===== src/hw/rtl/uvs_pkg.sv =====
`default_nettype none
// ----------------------------------------------------------------------------
// uvs_pkg
// Shared widths, register codes, the CORDIC angle table and a small helper
// for the UV sphere vertex generator.
// ----------------------------------------------------------------------------
package uvs_pkg;

    localparam int SEG_W    = 9;
    localparam int TEX_W    = 17;
    localparam int IDX_W    = 17;
    localparam int POS_W    = 16;
    localparam int ANG_W    = 32;
    localparam int TRIG_W   = 32;
    localparam int PROD_W   = 64;
    localparam int APB_AW   = 3;
    localparam int APB_DW   = 32;

    localparam int DEF_MAX_SEGMENTS  = 256;
    localparam int DEF_FRACTION_BITS = 16;

    // Fraction bits produced by the divider chain: enough for a full binary angle.
    localparam int DIV_STEPS    = 32;
    localparam int CORDIC_STEPS = 24;

    localparam logic signed [32:0] CORDIC_GAIN = 33'sh026DD3B6A;

    localparam logic [31:0] ANGLE_TABLE [CORDIC_STEPS] = '{
        32'h20000000, 32'h12E4051E, 32'h09FB385B, 32'h051111D4, 32'h028B0D43,
        32'h0145D7E1, 32'h00A2F61E, 32'h00517C55, 32'h0028BE53, 32'h00145F2F,
        32'h000A2F98, 32'h000517CC, 32'h00028BE6, 32'h000145F3, 32'h0000A2FA,
        32'h0000517D, 32'h000028BE, 32'h0000145F, 32'h00000A30, 32'h00000518,
        32'h0000028C, 32'h00000146, 32'h000000A3, 32'h00000051
    };

    typedef enum logic {
        REG_X_SEGMENTS = 1'b0,
        REG_Y_SEGMENTS = 1'b1
    } t_reg_idx;

    typedef struct packed {
        logic             face_valid;
        logic [IDX_W-1:0] corner_a;
        logic [IDX_W-1:0] corner_b;
        logic [IDX_W-1:0] corner_c;
        logic [IDX_W-1:0] corner_d;
    } t_side;

    typedef struct packed {
        logic [TEX_W-1:0] tex_u;
        logic [TEX_W-1:0] tex_v;
    } t_tex;

    // Saturate a rounded value to signed Q1.15.
    function automatic logic [POS_W-1:0] sat_q15(input logic signed [PROD_W-1:0] v);
        logic [POS_W-1:0] res;
        if (v > 64'sd32767) begin
            res = 16'h7FFF;
        end else if (v < -64'sd32768) begin
            res = 16'h8000;
        end else begin
            res = v[POS_W-1:0];
        end
        return res;
    endfunction

endpackage : uvs_pkg
`default_nettype wire


===== src/hw/rtl/uvs_divider.sv =====
`default_nettype none
// ----------------------------------------------------------------------------
// uvs_divider
// Pipelined restoring divider, one quotient bit per stage. Gives the rounded
// binary angle num*2^ANGLE_BITS/seg and the rounded texture coordinate
// num*2^FRAC_BITS/seg (round half up).
// ----------------------------------------------------------------------------
module uvs_divider #(
    parameter int ANGLE_BITS = 32,
    parameter int FRAC_BITS  = 16
) (
    input  wire                        i_clk,
    input  wire                        i_en,
    input  wire  [uvs_pkg::SEG_W-1:0]  i_seg,
    input  wire  [uvs_pkg::SEG_W-1:0]  i_num,
    output logic [uvs_pkg::ANG_W-1:0]  o_angle,
    output logic [uvs_pkg::TEX_W-1:0]  o_tex
);
    import uvs_pkg::*;

    logic [SEG_W-1:0] r_rem [0:DIV_STEPS];
    logic [ANG_W-1:0] r_quo [0:DIV_STEPS];
    logic [SEG_W-1:0] r_arem [ANGLE_BITS:DIV_STEPS];
    logic [ANG_W-1:0] r_aquo [ANGLE_BITS:DIV_STEPS];
    logic [SEG_W-1:0] r_trem [FRAC_BITS:DIV_STEPS];
    logic [TEX_W-1:0] r_tquo [FRAC_BITS:DIV_STEPS];

    logic [SEG_W-1:0] w_half;
    assign w_half = i_seg >> 1;

    // Integer step: the numerator never exceeds the divisor.
    always_ff @(posedge i_clk) begin
        if (i_en) begin
            if (i_num >= i_seg) begin
                r_rem[0] <= i_num - i_seg;
                r_quo[0] <= {{(ANG_W-1){1'b0}}, 1'b1};
            end else begin
                r_rem[0] <= i_num;
                r_quo[0] <= '0;
            end
        end
    end

    for (genvar j = 1; j <= DIV_STEPS; j++) begin : g_step
        logic [SEG_W:0]   n_two;
        logic             n_bit;
        logic [SEG_W-1:0] n_rem;
        logic [ANG_W-1:0] n_quo;

        always_comb begin
            n_two = {r_rem[j-1], 1'b0};
            n_bit = (n_two >= {1'b0, i_seg});
            n_rem = n_bit ? SEG_W'(n_two - {1'b0, i_seg}) : n_two[SEG_W-1:0];
            n_quo = {r_quo[j-1][ANG_W-2:0], n_bit};
        end

        always_ff @(posedge i_clk) begin
            if (i_en) begin
                r_rem[j] <= n_rem;
                r_quo[j] <= n_quo;
            end
        end

        if (j == ANGLE_BITS) begin : g_acap
            always_ff @(posedge i_clk) begin
                if (i_en) begin
                    r_arem[j] <= n_rem;
                    r_aquo[j] <= n_quo;
                end
            end
        end else if (j > ANGLE_BITS) begin : g_ahold
            always_ff @(posedge i_clk) begin
                if (i_en) begin
                    r_arem[j] <= r_arem[j-1];
                    r_aquo[j] <= r_aquo[j-1];
                end
            end
        end

        if (j == FRAC_BITS) begin : g_tcap
            always_ff @(posedge i_clk) begin
                if (i_en) begin
                    r_trem[j] <= n_rem;
                    r_tquo[j] <= n_quo[TEX_W-1:0];
                end
            end
        end else if (j > FRAC_BITS) begin : g_thold
            always_ff @(posedge i_clk) begin
                if (i_en) begin
                    r_trem[j] <= r_trem[j-1];
                    r_tquo[j] <= r_tquo[j-1];
                end
            end
        end
    end

    // Rounding: add one when remainder plus half the divisor reaches the divisor.
    logic n_aup, n_tup;
    always_comb begin
        n_aup = ({1'b0, r_arem[DIV_STEPS]} + {1'b0, w_half}) >= {1'b0, i_seg};
        n_tup = ({1'b0, r_trem[DIV_STEPS]} + {1'b0, w_half}) >= {1'b0, i_seg};
    end

    always_ff @(posedge i_clk) begin
        if (i_en) begin
            o_angle <= r_aquo[DIV_STEPS] + ANG_W'(n_aup);
            o_tex   <= r_tquo[DIV_STEPS] + TEX_W'(n_tup);
        end
    end

endmodule : uvs_divider
`default_nettype wire


===== config.mk =====
export PLATFORM = sky130hd
export DESIGN_NAME = uvs_divider
export DESIGN_NICKNAME = d
export VERILOG_FILES = /design/src/hw/rtl/uvs_pkg.sv /design/src/hw/rtl/uvs_divider.sv
export SDC_FILE = /design/constraint.sdc
export NUM_CORES = 2
export LEC_CHECK = 0
export ABC_AREA = 1
export BUFFER_PORTS_ARGS = -buffer_cell sky130_fd_sc_hd__buf_4
export CORE_MARGIN = 2
export CORE_UTILIZATION = 65
export CTS_BUF_LIST = sky130_fd_sc_hd__clkbuf_8
export DETAILED_ROUTE_END_ITERATION = 10
export PLACE_DENSITY = 0.92
export SYNTH_ARGS = -nofsm -noshare
export SYNTH_HDL_FRONTEND = slang
export SYNTH_SLANG_ARGS = --single-unit

===== constraint.sdc =====
create_clock -name i_clk -period 5.1 [get_ports i_clk]
set_input_delay 1.02 -clock i_clk [delete_from_list [all_inputs] [get_ports i_clk]]
set_output_delay 1.02 -clock i_clk [all_outputs]
set_load 0.01 [all_outputs]

==> metrics.txt <==
Comb power frac=39.1%; Tmin final=3.73 ns; Filler Cell Count=5,487; worst slew pin tran=1.02 ns; Setup CP Type=reg2reg; RePlAce Congestion=0.937; synth warn=0; synthesized area per cell=10.1 µm²; Finished Core Util=71.6%; first-pass GRT wire length=184 mm; Setup TNS=0 ns; area growth from synthesis to layout=9.32%; CP endpoint kind=flip-flop; startpoint class of the critical path=flip-flop; die span in x=294 µm; Final Cycle Share=73.0%; outcome=finished clean; Initial Utilization=65.5%; Max Clock Skew=0.0560 ns; CORE AREA=83,400 µm²; Sw Ratio=38.9%; Synth Register Bits=1,051; DRT Pass-1 Iters=8; max-slew violations=0; DIE AREA=86,400 µm²; critical path arrival=4.30 ns; sequential share of power=39.8%; hold buffers post-CTS=0; RSZ-0062 raised after global routing=false; worst skew pair latency=0.85 ns; Max FO, Critical Path=4; Slew headroom=32.0%; Yosys cell types=34; Avg WL per Cell=16.9 µm; leakage power=27.1 nW; Worst Path Required=5.67 ns; Hold Vio Cnt, Final=0; # IOs=69; Clk pwr share=21.1%; port buffer count=68; detail-routed via count per cell=5.65; Int Power=20.0 mW; clock sink total=1,051; layout net count=5,979; post-DP HPWL=77.2 mm; final count of negative-setup-slack endpoints=0; 1st-iter DRT viols=3,674; worst hold-check path type=reg2reg; DRT Wirelength=115 mm; Overall Global Routing Usage=26.9%; VDD IR max=0.306 mV; Syn Inst Count=5,390; vias in the first global route=37,400; root cell of the clock tree=clkbuf_8; clock tree buffer depth=3; largest net degree at the start of global routing=128; via count=38,400; initial antenna violation count=2; CTS clk-pin slew, worst paths=0.07 ns; DRC violations left=0; sequential element share of the synthesized area=57.8%; sw power=12.7 mW; Synth Net Count=5,781; commonest non-fill, non-tap cell in the layout=nand2_1; total congestion overflow=0; most frequent cells in the layout=nand2_1 (1,659), edfxtp_1 (1,051), inv_1 (728), nand3_1 (487), ha_1 (336); antenna-violating nets left=0; # rows=106; CTS resizes=0; max_cap viols=0; total CTS buffers=163; Mapped Area=54,600 µm²; share of cells above drive strength 1=9.52%; Max Freq=268 MHz; Die H=294 µm; CTS tree=yes; PD cells=548 nW/µm²; CTS HTree Levels=4; postcts setup bufs=0
[worst max-delay path, cell delays in order, from the launching register on]
cell      delay, ns
edfxtp_1       0.38
ha_1           0.24
fa_1           0.44
nand3_1        0.11
nand2_1        0.08
xnor2_1        0.16
inv_1          0.06
ha_1           0.27
nand2_1        0.06
nor2_1         0.10
nand2_1        0.06
nand2_1        0.05
nand2_1        0.05
nand2_1        0.05
nand2_1        0.05
nand3_1        0.12
ha_1           0.19
ha_1           0.26
nand3_2        0.15
nor2_2         0.18
inv_2          0.06
nor2_4         0.11
nand2_1        0.07
xor2_1         0.14
[worst paths after layout]
path,from,to,slack [ns],depth (start not counted)
worst max-delay path,r_arem[32][0],o_angle[30],1.37,23
worst min register to register,r_quo[0][197],r_quo[0][230],0.37,0
worst min-delay path,r_quo[0][197],r_quo[0][230],0.37,0
worst max register to register,r_arem[32][0],o_angle[30],1.37,23
[registers in the layout (all words and copies together), names as in the netlist]
signal and cells:
o_tex 17, r_trem 144, r_arem 9, r_quo 272, r_tquo 258, r_aquo 31, o_angle 32, r_rem 288
[cell usage after synthesis]
cell type	count	area (µm²)
a21o_1	36	270
a21oi_1	106	531
a21oi_2	60	526
a21oi_4	1	16.3
a221oi_1	2	17.5
a31oi_1	2	12.5
buf_1	1	3.75
buf_2	63	315
clkbuf_1	5	18.8
edfxtp_1	1051	31600
fa_1	35	701
ha_1	336	4200
inv_1	706	2650
inv_2	4	15.0
nand2_1	1659	6230
nand2_2	40	250
nand2_4	5	56.3
nand3_1	487	2440
nand3_2	19	190
nand3_4	1	17.5
nand3b_1	6	45.0
nand3b_2	1	11.3
nand4_1	107	669
nand4_2	33	413
nor2_1	326	1220
nor2_2	35	219
nor2_4	2	22.5
nor3_1	38	190
nor3_2	3	30.0
o21ai_1	21	105
o21ai_2	12	105
or2_1	32	200
xnor2_1	51	447
xor2_1	104	911
[routing by layer]
layer  up-vias  track usage (%)  routed length, µm
met3       419             5.21               9450
met1     17700             33.4              44400
met4         0             13.9               5470
met5         -                0                  0
li1      18500                -                  -
met2      1728             44.9              55700
[power by group through the flow]
stage	sequential, mW	combinational [mW]	clock [mW]
6_report	13.0	12.8	6.90
5_1_grt	13.1	14.4	7.41
4_1_cts	13.0	12.6	7.07
3_5_place_dp	13.1	12.4	0
3_3_place_gp	13.0	11.8	0
2_1_floorplan	12.6	9.64	0
[cell type report]
| class | count | area, µm² | share of cell area (%) |
|---|---|---|---|
| sequential | 1051 | 31600 | 52.9 |
| multi-input combinational | 3560 | 20000 | 33.6 |
| inverter | 710 | 2670 | 4.47 |
| clock buffer | 163 | 2240 | 3.76 |
| tap | 1080 | 1350 | 2.26 |
| clock inverter | 126 | 938 | 1.57 |
| timing repair buffer | 102 | 886 | 1.48 |
| antenna | 1 | 2.50 | 0.00419 |
[logic make-up after synthesis]
group | share of synthesized area, %
fa+ha+maj | 8.98
flops | 57.8
simple gates | 22.3
xor+xnor | 2.49
buf+inv | 5.50
compound gates | 2.90
[stage by stage]
stage	hold slack, ns	instance area [µm²]	setup WS, ns	total power, mW	instances
6_report	0.367	59700	1.37	32.7	6793
5_1_grt	0.370	59700	1.06	34.9	6793
4_1_cts	0.370	59700	1.34	32.6	6792
3_5_place_dp	0.405	56500	0.503	25.5	6503
3_3_place_gp	0.400	56500	0.671	24.9	6503
2_1_floorplan	0.400	54600	1.18	22.3	5390
No activity file was read; power rests on OpenSTA's default activity.
